<file path="config.mk">
export PLATFORM = sky130hd
export DESIGN_NAME = wvaa_vec_cell
export DESIGN_NICKNAME = d
export VERILOG_FILES = /design/src/rtl/wvaa_pkg.sv /design/src/rtl/wvaa_vec_cell.sv
export SDC_FILE = /design/constraint.sdc
export NUM_CORES = 1
export LEC_CHECK = 0
export BUFFER_PORTS_ARGS = -buffer_cell sky130_fd_sc_hd__buf_4
export CORE_MARGIN = 4
export CORE_UTILIZATION = 50
export DETAILED_ROUTE_END_ITERATION = 12
export PLACE_DENSITY = 0.8
export RECOVER_POWER = 100
export SLEW_MARGIN = 40
export SYNTH_ARGS = -nofsm -noshare
export SYNTH_HDL_FRONTEND = slang
export SYNTH_SLANG_ARGS = --single-unit
</file>
<file path="constraint.sdc">
create_clock -name i_clk -period 8.39 [get_ports i_clk]
set_input_delay 0.4195 -clock i_clk [delete_from_list [all_inputs] [get_ports i_clk]]
set_output_delay 0.4195 -clock i_clk [all_outputs]
set_load 0.03 [all_outputs]
</file>
<file path="src/rtl/wvaa_pkg.sv">
// ----------------------------------------------------------------------------
// wvaa_pkg: shared types and constants for the wind vector area adjust block
// Stage count, register indexes, adjust codes, fixed-point constants, the
// CORDIC arctangent table and the structs passed between modules.
// ----------------------------------------------------------------------------
package wvaa_pkg;

    localparam int CORDIC_STAGES = 16;
    localparam int N_STAGES = (CORDIC_STAGES < 24) ? CORDIC_STAGES : 24;

    // configuration register indexes
    localparam logic [2:0] CFG_LAT_MIN  = 3'd0;
    localparam logic [2:0] CFG_LAT_MAX  = 3'd1;
    localparam logic [2:0] CFG_LON_MIN  = 3'd2;
    localparam logic [2:0] CFG_LON_MAX  = 3'd3;
    localparam logic [2:0] CFG_KIND     = 3'd4;
    localparam logic [2:0] CFG_RELATIVE = 3'd5;
    localparam logic [2:0] CFG_AMOUNT   = 3'd6;

    // adjust kinds
    localparam logic [1:0] KIND_ANGLE   = 2'd0;
    localparam logic [1:0] KIND_KNOTS   = 2'd1;
    localparam logic [1:0] KIND_PERCENT = 2'd2;
    localparam logic [1:0] KIND_NONE    = 2'd3;

    localparam logic [29:0] INV_GAIN     = 30'd652032874;   // 1/K in Q30
    localparam logic [31:0] HALF_TURN    = 32'h8000_0000;
    localparam logic [31:0] QUARTER_TURN = 32'h4000_0000;
    localparam logic signed [18:0] ANGLE_ABS_BASE = 19'sd69120;     // 270 deg, Q8
    localparam logic signed [35:0] KNOTS_ONE      = 36'sd2157736;   // 1 knot, Q22 m/s

    // reciprocals for constant division
    localparam logic [17:0] RCP45_A = 18'd186414;      // 2^23 / 45
    localparam logic [27:0] RCP45_B = 28'd190887436;   // 2^33 / 45
    localparam logic [26:0] RCP225  = 27'd76354975;    // 2^34 / 225
    localparam logic [21:0] RCP25   = 22'd2684355;     // 2^26 / 25

    typedef struct packed {
        logic signed [15:0] u;
        logic signed [15:0] v;
        logic               in_box;
        logic               err;
        logic               work;
        logic               zero;
    } t_side;

    typedef struct packed {
        logic [31:0]        turn_rel;
        logic [31:0]        turn_abs;
        logic signed [31:0] knots;
    } t_derived;

    function automatic logic [31:0] atan_turn(input logic [4:0] idx);
        logic [31:0] val;
        case (idx)
            5'd0:    val = 32'h20000000;
            5'd1:    val = 32'h12E4051E;
            5'd2:    val = 32'h09FB385B;
            5'd3:    val = 32'h051111D4;
            5'd4:    val = 32'h028B0D43;
            5'd5:    val = 32'h0145D7E1;
            5'd6:    val = 32'h00A2F61E;
            5'd7:    val = 32'h00517C55;
            5'd8:    val = 32'h0028BE53;
            5'd9:    val = 32'h00145F2F;
            5'd10:   val = 32'h000A2F98;
            5'd11:   val = 32'h000517CC;
            5'd12:   val = 32'h00028BE6;
            5'd13:   val = 32'h000145F3;
            5'd14:   val = 32'h0000A2FA;
            5'd15:   val = 32'h0000517D;
            5'd16:   val = 32'h000028BE;
            5'd17:   val = 32'h0000145F;
            5'd18:   val = 32'h00000A30;
            5'd19:   val = 32'h00000518;
            5'd20:   val = 32'h0000028C;
            5'd21:   val = 32'h00000146;
            5'd22:   val = 32'h000000A3;
            5'd23:   val = 32'h00000051;
            default: val = 32'h00000000;
        endcase
        return val;
    endfunction

endpackage

</file>
<file path="src/rtl/wvaa_vec_cell.sv">
// ----------------------------------------------------------------------------
// wvaa_vec_cell: one CORDIC vectoring stage
// Drives y toward zero and accumulates the angle in turns.
// ----------------------------------------------------------------------------
module wvaa_vec_cell (
    input  logic               i_clk,
    input  logic               i_rst_n,
    input  logic               i_en,
    input  logic [4:0]         i_stage,
    input  logic               i_vld,
    input  logic signed [31:0] i_x,
    input  logic signed [31:0] i_y,
    input  logic [31:0]        i_z,
    input  wvaa_pkg::t_side    i_side,
    output logic               o_vld,
    output logic signed [31:0] o_x,
    output logic signed [31:0] o_y,
    output logic [31:0]        o_z,
    output wvaa_pkg::t_side    o_side
);
    import wvaa_pkg::*;

    logic signed [31:0] n_x, n_y;
    logic [31:0]        n_z;

    always_comb begin
        if (!i_y[31]) begin
            n_x = i_x + (i_y >>> i_stage);
            n_y = i_y - (i_x >>> i_stage);
            n_z = i_z + atan_turn(i_stage);
        end else begin
            n_x = i_x - (i_y >>> i_stage);
            n_y = i_y + (i_x >>> i_stage);
            n_z = i_z - atan_turn(i_stage);
        end
    end

    always_ff @(posedge i_clk) begin
        if (!i_rst_n) begin
            o_vld <= 1'b0;
        end else if (i_en) begin
            o_vld <= i_vld;
        end
    end

    always_ff @(posedge i_clk) begin
        if (i_en) begin
            o_x    <= n_x;
            o_y    <= n_y;
            o_z    <= n_z;
            o_side <= i_side;
        end
    end

endmodule

</file>
==> impl_metrics.env <==
export IMPL_yosys_register_bits=133
export IMPL_end_kind="flip-flop"
export IMPL_path_class="in -> reg"
export IMPL_max_stage_delay_ps=820
export IMPL_tns_ps=0
export IMPL_synth_adder_area_share=0.0933
export IMPL_p_int_uw=2010
export IMPL_start_kind="input pin"
export IMPL_power_frac_seq=0.282
export IMPL_async_flop_share=0
export IMPL_synth_edff_count=132
export IMPL_ioPinCount=274
export IMPL_power_switching_uw=1440
export IMPL_skew_ps=0
export IMPL_wire_per_inst_um=22.0
export IMPL_multi_input_area_mm2=0.0107
export IMPL_yosys_area_share_simple=0.149
export IMPL_clockBufferDepth=2
export IMPL_num_rows=63
export IMPL_hp_class="in -> reg"
export IMPL_initial_core_util=0.512
export IMPL_cap_viol_max_count=2
export IMPL_chipHeight_um=183
export IMPL_cp_arrival_ps=7630
export IMPL_wl_mm=51.0
export IMPL_synth_compound_area_frac=0.201
export IMPL_worstPathCellList="buf_6 -> clkbuf_1 -> mux2_2 -> nor2_1 -> nor2_1 -> mux2i_1 -> o22ai_1 -> a221oi_1 -> and2_0 -> nand4_1 -> nor2_1 -> and3_1 -> a21oi_1 -> xor2_1 -> ha_1 -> a21o_1 -> a2111oi_0 -> o21ai_0 -> a41oi_1 -> a21oi_1 -> and4_1 -> a2111oi_0 -> xnor3_1"
export IMPL_syn_inst=1689
export IMPL_clk_latency_ps=450
export IMPL_fin_hold_ws_ps=167
export IMPL_run_status="finished, violations left"
export IMPL_crit_required_ps=8590
export IMPL_timing_critical_path_slowest_stage_cell="clkbuf_1"
export IMPL_yosys_area_top_type="edfxtp_1"
export IMPL_cts_sinks=133
export IMPL_grt_overflow_total=0
export IMPL_p_leak_uw=0.00721
export IMPL_worst_pin_slew_ps=3800
export IMPL_drive_above_1_share=0.157
export IMPL_synth_area_top_cells="edfxtp_1 (26%), ha_1 (8.9%), mux4_2 (8.3%)"
export IMPL_failed_checks="max-capacitance violations, max-slew violations"
export IMPL_drtIter0Drc=1700
export IMPL_first_pass_iters=6
export IMPL_io_buffers=273
export IMPL_sw_frac_of_total=0.417
export IMPL_yosysWarnings=0
export IMPL_finalSetupViolCount=0
export IMPL_grt_pass1_vias=14333
export IMPL_grt_first_pass_wirelength_mm=78.9
export IMPL_synth_top_area_share=0.258
export IMPL_route_detailed_drc=0
export IMPL_max_slew_margin=-1.54
export IMPL_finalWeightedCongestion=1.01
export IMPL_syn2layout_area_growth_pct=15.1
export IMPL_final_nets=2169
export IMPL_routed_via_density=6.35
export IMPL_critPathMaxFanout=57
export IMPL_avgSynthCellArea_um2=9.11
export IMPL_grt_max_degree=71
export IMPL_synth_seq_area_share=0.259
export IMPL_die_w_um=183
export IMPL_slew_viol_final=136
export IMPL_period_needed_ps=7440
export IMPL_cts_tree="yes"
export IMPL_antenna_found_initial=0
export IMPL_critPathMostFrequentCell="nor2_1"
export IMPL_num_fill_cells=2716
export IMPL_core_area_mm2=0.0300
export IMPL_synthesis_area_mm2=0.0154
export IMPL_post_cts_resized=0
export IMPL_clk_pin_slew_ps=70
export IMPL_p_per_area_mw_per_mm2=195
export IMPL_ant_nets=0
export IMPL_track_usage=0.295
export IMPL_cp_buffers_inverters=2
export IMPL_hold_violations=0
export IMPL_p_clk_frac=0.228
export IMPL_htreeDepth=4
export IMPL_yosys_most_used_dff="edfxtp_1"
export IMPL_synthMuxAreaShare=0.157
export IMPL_synth_top_family_by_area="compound AO/OA/AOI/OAI gates"
export IMPL_vias=14727
export IMPL_clock_fmax_mhz=134
export IMPL_rsz0062_at_grt="false"
export IMPL_total_power_uw=3450
export IMPL_cpLargestDelayFamily="compound AO/OA/AOI/OAI gates"
export IMPL_synth_distinct_cells=95
export IMPL_hpwl_mm=38.7
export IMPL_synth_nets=1943
export IMPL_fin_crit_sh=0.886
export IMPL_cts_buffers=17
export IMPL_dieArea_mm2=0.0337
export IMPL_synth_xor_area_share=0.0958
export IMPL_fin_util=0.590
export IMPL_pwr_share_comb=0.490
export IMPL_seq_area_mm2=0.00398
export IMPL_vdd_ir_drop_max_mv=0.139
export IMPL_cts_setup_buffers=0
export IMPL_cts_root_buf="clkbuf_16"
export IMPL_hold_buffers=0
Yosys cell counts, types with 5 or more instances:
cell        n
mux4_2     57
or2_2       5
a221oi_1    5
a311oi_1    6
o21ai_0    90
edfxtp_1  132
a21oi_1   177
o21ai_1     6
nor3_1     26
ha_1      110
o211ai_1   14
o21bai_1   14
clkbuf_1   27
a21o_1     38
and2_1     13
nand2b_1   20
a22o_1      5
nand2_1   170
inv_1      45
o21a_1     19
o22ai_1    18
xnor2_1   108
or3_1       5
nand3_1    30
mux2i_1    70
buf_6       9
nand4_1     7
xor2_1     56
buf_1      13
and3_1     17
buf_2      40
mux2_2     28
a211o_1     7
nor2_1    137
a31oi_1    23
a211oi_1   20
a21boi_0    6
nor2b_1    19
final timing paths:
kind	from	endpoint	slack [ps]	depth (start not counted)
setup / recovery	i_stage[0]	o_y[31]	950	23
hold / removal	i_side[8]	o_side[8]	170	1
setup reg to reg	o_vld	o_vld	7710	2
hold reg to reg	o_vld	o_vld	530	2
cell usage in the layout (no fill, tap or decap), drive strengths merged, types with 8 or more instances in the layout:
cell    instances
xnor2         109
clkbuf        192
o21a           19
nand2         172
a21boi          9
mux2i          70
a21o           38
clkinv          9
o22ai          18
inv            50
o21bai         14
nor2          139
nor2b          19
o21ai          96
mux2           29
a211oi         21
a21oi         177
and2           18
nand4           8
or2             9
nand2b         20
a31oi          24
nor3           28
and3           18
xor2           56
mux4           61
buf           125
ha            110
nand3          32
edfxtp        132
o211ai         14
registers in the layout, indices dropped and copies added, names as in the netlist:
| name | count |
|---|---|
| o_x | 32 |
| o_z | 32 |
| o_y | 32 |
| o_vld | 1 |
| o_side | 36 |
power by group through the flow:
| stage | combinational, uW | clock (uW) | sequential [uW] |
|---|---|---|---|
| detailed placement | 1780 | 0 | 987 |
| global route | 1830 | 832 | 987 |
| finish | 1690 | 787 | 972 |
| floorplan | 945 | 0 | 1280 |
| CTS | 1800 | 803 | 975 |
| global placement | 1760 | 0 | 984 |
per-stage QoR:
stage	cell area, um2	std cells	worst slack [ps]
after floorplan	15400	1689	2460
final	17700	2319	954
after global placement	17600	2286	1340
after CTS	18200	2318	1380
after detailed placement	17600	2286	1110
after global routing	17700	2318	564
layer usage:
layer | up-vias | GRT usage | wire [um]
li1 | 6775 | - | -
met4 | 0 | 0.132 | 2400
met2 | 898 | 0.480 | 23400
met3 | 153 | 0.0643 | 5170
met5 | - | 0 | 0
met1 | 6901 | 0.378 | 20100
final cells by class:
class                   instances  share of cell area
diodes                          1            0.000141
repair buffers                299              0.0973
clock inverters                14              0.0100
well taps                     390              0.0275
clock buffers                  18              0.0242
inverters                      48              0.0102
multi-input cells            1416               0.606
flip-flops and latches        133               0.225
cell families after synthesis:
group                    Yosys count
AND/OR/NAND/NOR                  485
AO/OA/AOI/OAI                    492
XOR/XNOR                         166
flip-flops                       133
multiplexers                     160
adder cells (fa/ha/maj)          113
buffers and inverters            140
Note: power is estimated with default switching activity, not from simulation.
