`src/rtl/wvaa_pkg.sv`:
```
// ----------------------------------------------------------------------------
// wvaa_pkg: shared types and constants for the wind vector area adjust block
// Stage count, register indexes, adjust codes, fixed-point constants, the
// CORDIC arctangent table and the structs passed between modules.
// ----------------------------------------------------------------------------
package wvaa_pkg;

    localparam int CORDIC_STAGES = 16;
    localparam int N_STAGES = (CORDIC_STAGES < 24) ? CORDIC_STAGES : 24;

    // configuration register indexes
    localparam logic [2:0] CFG_LAT_MIN  = 3'd0;
    localparam logic [2:0] CFG_LAT_MAX  = 3'd1;
    localparam logic [2:0] CFG_LON_MIN  = 3'd2;
    localparam logic [2:0] CFG_LON_MAX  = 3'd3;
    localparam logic [2:0] CFG_KIND     = 3'd4;
    localparam logic [2:0] CFG_RELATIVE = 3'd5;
    localparam logic [2:0] CFG_AMOUNT   = 3'd6;

    // adjust kinds
    localparam logic [1:0] KIND_ANGLE   = 2'd0;
    localparam logic [1:0] KIND_KNOTS   = 2'd1;
    localparam logic [1:0] KIND_PERCENT = 2'd2;
    localparam logic [1:0] KIND_NONE    = 2'd3;

    localparam logic [29:0] INV_GAIN     = 30'd652032874;   // 1/K in Q30
    localparam logic [31:0] HALF_TURN    = 32'h8000_0000;
    localparam logic [31:0] QUARTER_TURN = 32'h4000_0000;
    localparam logic signed [18:0] ANGLE_ABS_BASE = 19'sd69120;     // 270 deg, Q8
    localparam logic signed [35:0] KNOTS_ONE      = 36'sd2157736;   // 1 knot, Q22 m/s

    // reciprocals for constant division
    localparam logic [17:0] RCP45_A = 18'd186414;      // 2^23 / 45
    localparam logic [27:0] RCP45_B = 28'd190887436;   // 2^33 / 45
    localparam logic [26:0] RCP225  = 27'd76354975;    // 2^34 / 225
    localparam logic [21:0] RCP25   = 22'd2684355;     // 2^26 / 25

    typedef struct packed {
        logic signed [15:0] u;
        logic signed [15:0] v;
        logic               in_box;
        logic               err;
        logic               work;
        logic               zero;
    } t_side;

    typedef struct packed {
        logic [31:0]        turn_rel;
        logic [31:0]        turn_abs;
        logic signed [31:0] knots;
    } t_derived;

    function automatic logic [31:0] atan_turn(input logic [4:0] idx);
        logic [31:0] val;
        case (idx)
            5'd0:    val = 32'h20000000;
            5'd1:    val = 32'h12E4051E;
            5'd2:    val = 32'h09FB385B;
            5'd3:    val = 32'h051111D4;
            5'd4:    val = 32'h028B0D43;
            5'd5:    val = 32'h0145D7E1;
            5'd6:    val = 32'h00A2F61E;
            5'd7:    val = 32'h00517C55;
            5'd8:    val = 32'h0028BE53;
            5'd9:    val = 32'h00145F2F;
            5'd10:   val = 32'h000A2F98;
            5'd11:   val = 32'h000517CC;
            5'd12:   val = 32'h00028BE6;
            5'd13:   val = 32'h000145F3;
            5'd14:   val = 32'h0000A2FA;
            5'd15:   val = 32'h0000517D;
            5'd16:   val = 32'h000028BE;
            5'd17:   val = 32'h0000145F;
            5'd18:   val = 32'h00000A30;
            5'd19:   val = 32'h00000518;
            5'd20:   val = 32'h0000028C;
            5'd21:   val = 32'h00000146;
            5'd22:   val = 32'h000000A3;
            5'd23:   val = 32'h00000051;
            default: val = 32'h00000000;
        endcase
        return val;
    endfunction

endpackage

```
`src/rtl/wvaa_derive.sv`:
```
// ----------------------------------------------------------------------------
// wvaa_derive: amount conversion
// Turns the adjust amount into turn fractions and Q22 knots, five stages.
// ----------------------------------------------------------------------------
module wvaa_derive (
    input  logic                     i_clk,
    input  logic signed [17:0]       i_amount,
    output wvaa_pkg::t_derived       o_der
);
    import wvaa_pkg::*;

    logic [17:0] r_a_rel, r_a_abs;
    logic        r1_neg_rel, r1_neg_abs, r1_neg_k;
    logic [26:0] r_p;
    logic [12:0] r2_q_rel, r2_q_abs;
    logic [18:0] r2_q_k;
    logic [17:0] r2_a_rel, r2_a_abs;
    logic [26:0] r2_p;
    logic        r2_neg_rel, r2_neg_abs, r2_neg_k;
    logic [26:0] r3_num_rel, r3_num_abs;
    logic [19:0] r3_num_k;
    logic [12:0] r3_q_rel, r3_q_abs;
    logic [18:0] r3_q_k;
    logic        r3_neg_rel, r3_neg_abs, r3_neg_k;
    logic [20:0] r4_lo_rel, r4_lo_abs;
    logic [11:0] r4_lo_k;
    logic [12:0] r4_q_rel, r4_q_abs;
    logic [18:0] r4_q_k;
    logic        r4_neg_rel, r4_neg_abs, r4_neg_k;

    logic signed [18:0] n_d_rel, n_d_abs;
    logic [17:0]        n_mag;
    logic [35:0]        n_m_rel, n_m_abs;
    logic [53:0]        n_m_k;
    logic [17:0]        n_qx_rel, n_qx_abs;
    logic [26:0]        n_qx_k;
    logic [5:0]         n_rem_rel, n_rem_abs;
    logic [7:0]         n_rem_k;
    logic [54:0]        n_l_rel, n_l_abs;
    logic [46:0]        n_l_k;
    logic [33:0]        n_v_rel, n_v_abs;
    logic [30:0]        n_v_k;

    always_comb begin
        n_d_rel  = {i_amount[17], i_amount};
        n_d_abs  = ANGLE_ABS_BASE - n_d_rel;
        n_mag    = i_amount[17] ? 18'(-n_d_rel) : 18'(n_d_rel);
        n_m_rel  = r_a_rel * RCP45_A;
        n_m_abs  = r_a_abs * RCP45_A;
        n_m_k    = r_p * RCP225;
        n_qx_rel = 18'(r2_q_rel) * 18'd45;
        n_qx_abs = 18'(r2_q_abs) * 18'd45;
        n_qx_k   = 27'(r2_q_k) * 27'd225;
        n_rem_rel = 6'(r2_a_rel - n_qx_rel);
        n_rem_abs = 6'(r2_a_abs - n_qx_abs);
        n_rem_k   = 8'(r2_p - n_qx_k);
        n_l_rel  = r3_num_rel * RCP45_B;
        n_l_abs  = r3_num_abs * RCP45_B;
        n_l_k    = r3_num_k * RCP225;
        n_v_rel  = {r4_q_rel, 21'd0} + 34'(r4_lo_rel);
        n_v_abs  = {r4_q_abs, 21'd0} + 34'(r4_lo_abs);
        n_v_k    = {r4_q_k, 12'd0} + 31'(r4_lo_k);
    end

    always_ff @(posedge i_clk) begin
        // magnitudes and signs
        r_a_rel    <= n_mag;
        r_a_abs    <= n_d_abs[18] ? 18'(-n_d_abs) : 18'(n_d_abs);
        r1_neg_rel <= n_d_rel[18];
        r1_neg_abs <= n_d_abs[18];
        r1_neg_k   <= i_amount[17];
        r_p        <= 27'(n_mag) * 27'd463;
        // coarse quotients
        r2_q_rel   <= n_m_rel[35:23];
        r2_q_abs   <= n_m_abs[35:23];
        r2_q_k     <= n_m_k[52:34];
        r2_a_rel   <= r_a_rel;
        r2_a_abs   <= r_a_abs;
        r2_p       <= r_p;
        r2_neg_rel <= r1_neg_rel;
        r2_neg_abs <= r1_neg_abs;
        r2_neg_k   <= r1_neg_k;
        // remainders scaled up with rounding bias
        r3_num_rel <= {n_rem_rel, 21'd22};
        r3_num_abs <= {n_rem_abs, 21'd22};
        r3_num_k   <= {n_rem_k, 12'd112};
        r3_q_rel   <= r2_q_rel;
        r3_q_abs   <= r2_q_abs;
        r3_q_k     <= r2_q_k;
        r3_neg_rel <= r2_neg_rel;
        r3_neg_abs <= r2_neg_abs;
        r3_neg_k   <= r2_neg_k;
        // fraction parts
        r4_lo_rel  <= n_l_rel[53:33];
        r4_lo_abs  <= n_l_abs[53:33];
        r4_lo_k    <= n_l_k[45:34];
        r4_q_rel   <= r3_q_rel;
        r4_q_abs   <= r3_q_abs;
        r4_q_k     <= r3_q_k;
        r4_neg_rel <= r3_neg_rel;
        r4_neg_abs <= r3_neg_abs;
        r4_neg_k   <= r3_neg_k;
        // combine and apply sign
        o_der.turn_rel <= r4_neg_rel ? 32'(-n_v_rel) : n_v_rel[31:0];
        o_der.turn_abs <= r4_neg_abs ? 32'(-n_v_abs) : n_v_abs[31:0];
        o_der.knots    <= r4_neg_k ? -$signed({1'b0, n_v_k}) : $signed({1'b0, n_v_k});
    end

endmodule

```
`config.mk`:
```
export PLATFORM = sky130hd
export DESIGN_NAME = wvaa_derive
export DESIGN_NICKNAME = d
export VERILOG_FILES = /design/src/rtl/wvaa_pkg.sv /design/src/rtl/wvaa_derive.sv
export SDC_FILE = /design/constraint.sdc
export NUM_CORES = 2
export LEC_CHECK = 0
export BUFFER_PORTS_ARGS = -buffer_cell sky130_fd_sc_hd__buf_4
export CORE_MARGIN = 4
export CORE_UTILIZATION = 62
export DETAILED_ROUTE_END_ITERATION = 8
export PLACE_DENSITY = 0.79
export REMOVE_ABC_BUFFERS = 1
export SYNTH_ARGS = -nofsm -noshare
export SYNTH_HDL_FRONTEND = slang
export SYNTH_SLANG_ARGS = --single-unit
export TNS_END_PERCENT = 20
```
`constraint.sdc`:
```
create_clock -name i_clk -period 11.4 [get_ports i_clk]
set_input_delay 0.57 -clock i_clk [delete_from_list [all_inputs] [get_ports i_clk]]
set_output_delay 0.57 -clock i_clk [all_outputs]
set_load 0.01 [all_outputs]
```
==> flow_summary.json <==
{
  "dr.pass1.iters": 5,
  "rsz0062_at_grt": "no",
  "area_growth_pct": 7.68,
  "cts.htree.levels": 2,
  "cts_tree": "yes",
  "drtAntennaViolNets": 0,
  "cts.sinks": 380,
  "route.detailed.drc": 0,
  "layout-drive-gt1-share": 0.0451,
  "die_w_um": 279,
  "core-area_um2": 72100,
  "cts_buffers": 43,
  "cp.required_ns": 11.93,
  "synth_area_um2": 45400,
  "start_kind": "flip-flop",
  "crit_slowest_cell": "dfxtp_1",
  "track_usage": 0.245,
  "cts_root_buffer": "clkbuf_16",
  "final_common_cell": "inv_1",
  "grt_pass1_wl_um": 157000,
  "multiInputGateArea_um2": 32900,
  "die_y_um": 279,
  "synth_cells": 4530,
  "synth_top_cell_by_area": "ha_1",
  "insertion_delay_ns": 0.60,
  "cts.clk_slew.worst_paths_ns": 0.06,
  "die_area_um2": 77700,
  "r2r_start": "r_p[14]",
  "wl_um": 92500,
  "viasPerCell": 5.27,
  "ys_warn_count": 0,
  "criticalPathCategory": "flip-flop to flip-flop",
  "ff_latch_area_um2": 7610,
  "wl_per_cell_um": 16.4,
  "postSynthAreaPerCell_um2": 10.0,
  "hpwl_um": 78000,
  "outcome": "completed",
  "yosys-top-cells-area": "ha_1, fa_1, dfxtp_1",
  "holdBufCountCts": 0,
  "worstMarginPinSlew_ns": 1.02,
  "maxCapViolations": 0,
  "vias": 29800,
  "hold_path.class": "input pin to flip-flop",
  "cts_resized": 0,
  "synth_enable_flop_cells": 0,
  "setup_violations": 0,
  "dr.first_iter.drc_count": 1348,
  "skew_ns": 0.0503,
  "worstSetupStartpoint": "r_p[14]",
  "final.fill_count": 5414,
  "synth-seq-area-share": 0.167,
  "grt_max_degree": 57,
  "worstPathArrival_ns": 7.93,
  "fmax_mhz": 135,
  "synth_top_area_frac": 0.281,
  "synth_flop_cell": "dfxtp_1",
  "grt_pass1_vias": 32200,
  "critical_path.max_stage_delay_ns": 0.70,
  "start_util": 0.630,
  "io_pins": 115,
  "antenna_cells": 0,
  "ys_types": 66,
  "hold_start": "i_amount[0]",
  "critPathCaptureType": "flip-flop",
  "finalCritPeriodShare": 0.649,
  "globalplace.congestion": 0.916,
  "row_count": 98,
  "tns_ns": 0,
  "mostFrequentLayoutCells": "inv_1, ha_1, fa_1, dfxtp_1, xnor2_1",
  "min_period_ns": 7.40,
  "async_flop_share": 0,
  "crit_fanout": 8,
  "portBuffers": 114,
  "fin_area_um2": 48900,
  "crit_chain": "inv_1 > fa_1 > inv_1 > fa_1 > inv_1 > fa_1 > inv_1 > fa_1 > fa_1 > inv_1 > fa_1 > inv_1 > ha_1 > a21oi_1 > o21ai_0 > a221oi_1 > nand2_1 > a211oi_1 > a31oi_1 > a41oi_1 > nor3_1 > a2111oi_0 > xnor2_1",
  "drv_slew": 0,
  "postCtsSetupBuffers": 0,
  "cts.path.max_buffers": 3,
  "slew_headroom": 0.314,
  "post_dp_cell_area_um2": 47400,
  "ys_ff_latch": 380,
  "finalHoldViolCount": 0,
  "antenna_found_initial": 0,
  "gr-total-overflow": 0,
  "nets": 6324
}
==> registers in the layout, indices dropped and copies added (netlist names), 17 cells and up <==
signal	count
o_der	96
r_p	27
r_a_abs	17
r2_q_k	19
r4_lo_rel	21
r3_q_k	19
r4_q_k	19
r4_lo_abs	21
r_a_rel	17
==> cell usage after synthesis, types with 10 or more instances <==
cell type,n
o21bai_1,10
nor3_1,43
fa_1,617
xnor2_1,230
xor2_1,75
or3_1,27
nand3_1,41
a211oi_1,11
a21o_1,57
a31oi_1,11
a21oi_1,116
ha_1,1019
clkbuf_1,24
nor2_1,106
nand2b_1,21
inv_1,1293
o41ai_1,11
o31ai_1,27
o21ai_0,106
o21a_1,24
and3_1,17
nand4_1,19
nand2_1,102
nor2b_1,21
or2_2,10
or4_1,13
dfxtp_1,380
==> final cells by class <==
class | count | area share
clock buffer | 52 | 0.0233
clock inverter | 25 | 0.00721
inverter | 1294 | 0.0993
multi-input combinational | 2831 | 0.672
sequential | 380 | 0.156
tap | 950 | 0.0243
timing repair buffer | 119 | 0.0183
==> cells by family after synthesis <==
kind of cell    synth area share
compound gates            0.0623
fa+ha+maj                  0.552
flops                      0.167
buf+inv                    0.109
mux                     0.000220
simple gates              0.0499
xor+xnor                  0.0588
==> path summary, 6_finish.rpt <==
path | endpoint | slack [ns] | cells past startpoint
setup reg to reg | r2_q_k[18] | 4.00 | 23
hold / removal | r_p[0] | 0.17 | 1
hold reg to reg | r3_q_k[9] | 0.32 | 0
setup / recovery | r2_q_k[18] | 4.00 | 23
==> layer usage <==
metal / vias up / track usage / wire [um]
li1: 14500 / - / -
met1: 14500 / 0.319 / 40200
met2: 606 / 0.426 / 45100
met3: 177 / 0.0362 / 4330
met4: 0 / 0.0732 / 2870
met5: - / 0 / 0
==> worst max-delay path, delay by kind of cell (launching register included) <==
kind                       cells  cell delay [ns]
adders and majority gates      7             3.39
AOI/OAI and AO/OA              7             2.30
DFF                            1             0.70
buffers and inverters          6             0.51
and+or+nand+nor                2             0.28
xor gates and xnor gates       1             0.17
==> stage by stage <==
| stage | std cells | worst slack [ns] | util | hold WS [ns] |
|---|---|---|---|---|
| global placement | 5574 | 3.58 | 0.658 | 0.311 |
| CTS | 5651 | 4.03 | 0.679 | 0.131 |
| finish | 5651 | 4.00 | 0.679 | 0.171 |
| global route | 5651 | 3.52 | 0.679 | 0.155 |
| floorplan | 4505 | 4.27 | - | 0.310 |
| detailed placement | 5574 | 3.42 | 0.658 | 0.312 |
Power is not shown: default switching activity piles up to over one toggle a cycle in this logic, so the estimate is an artifact.
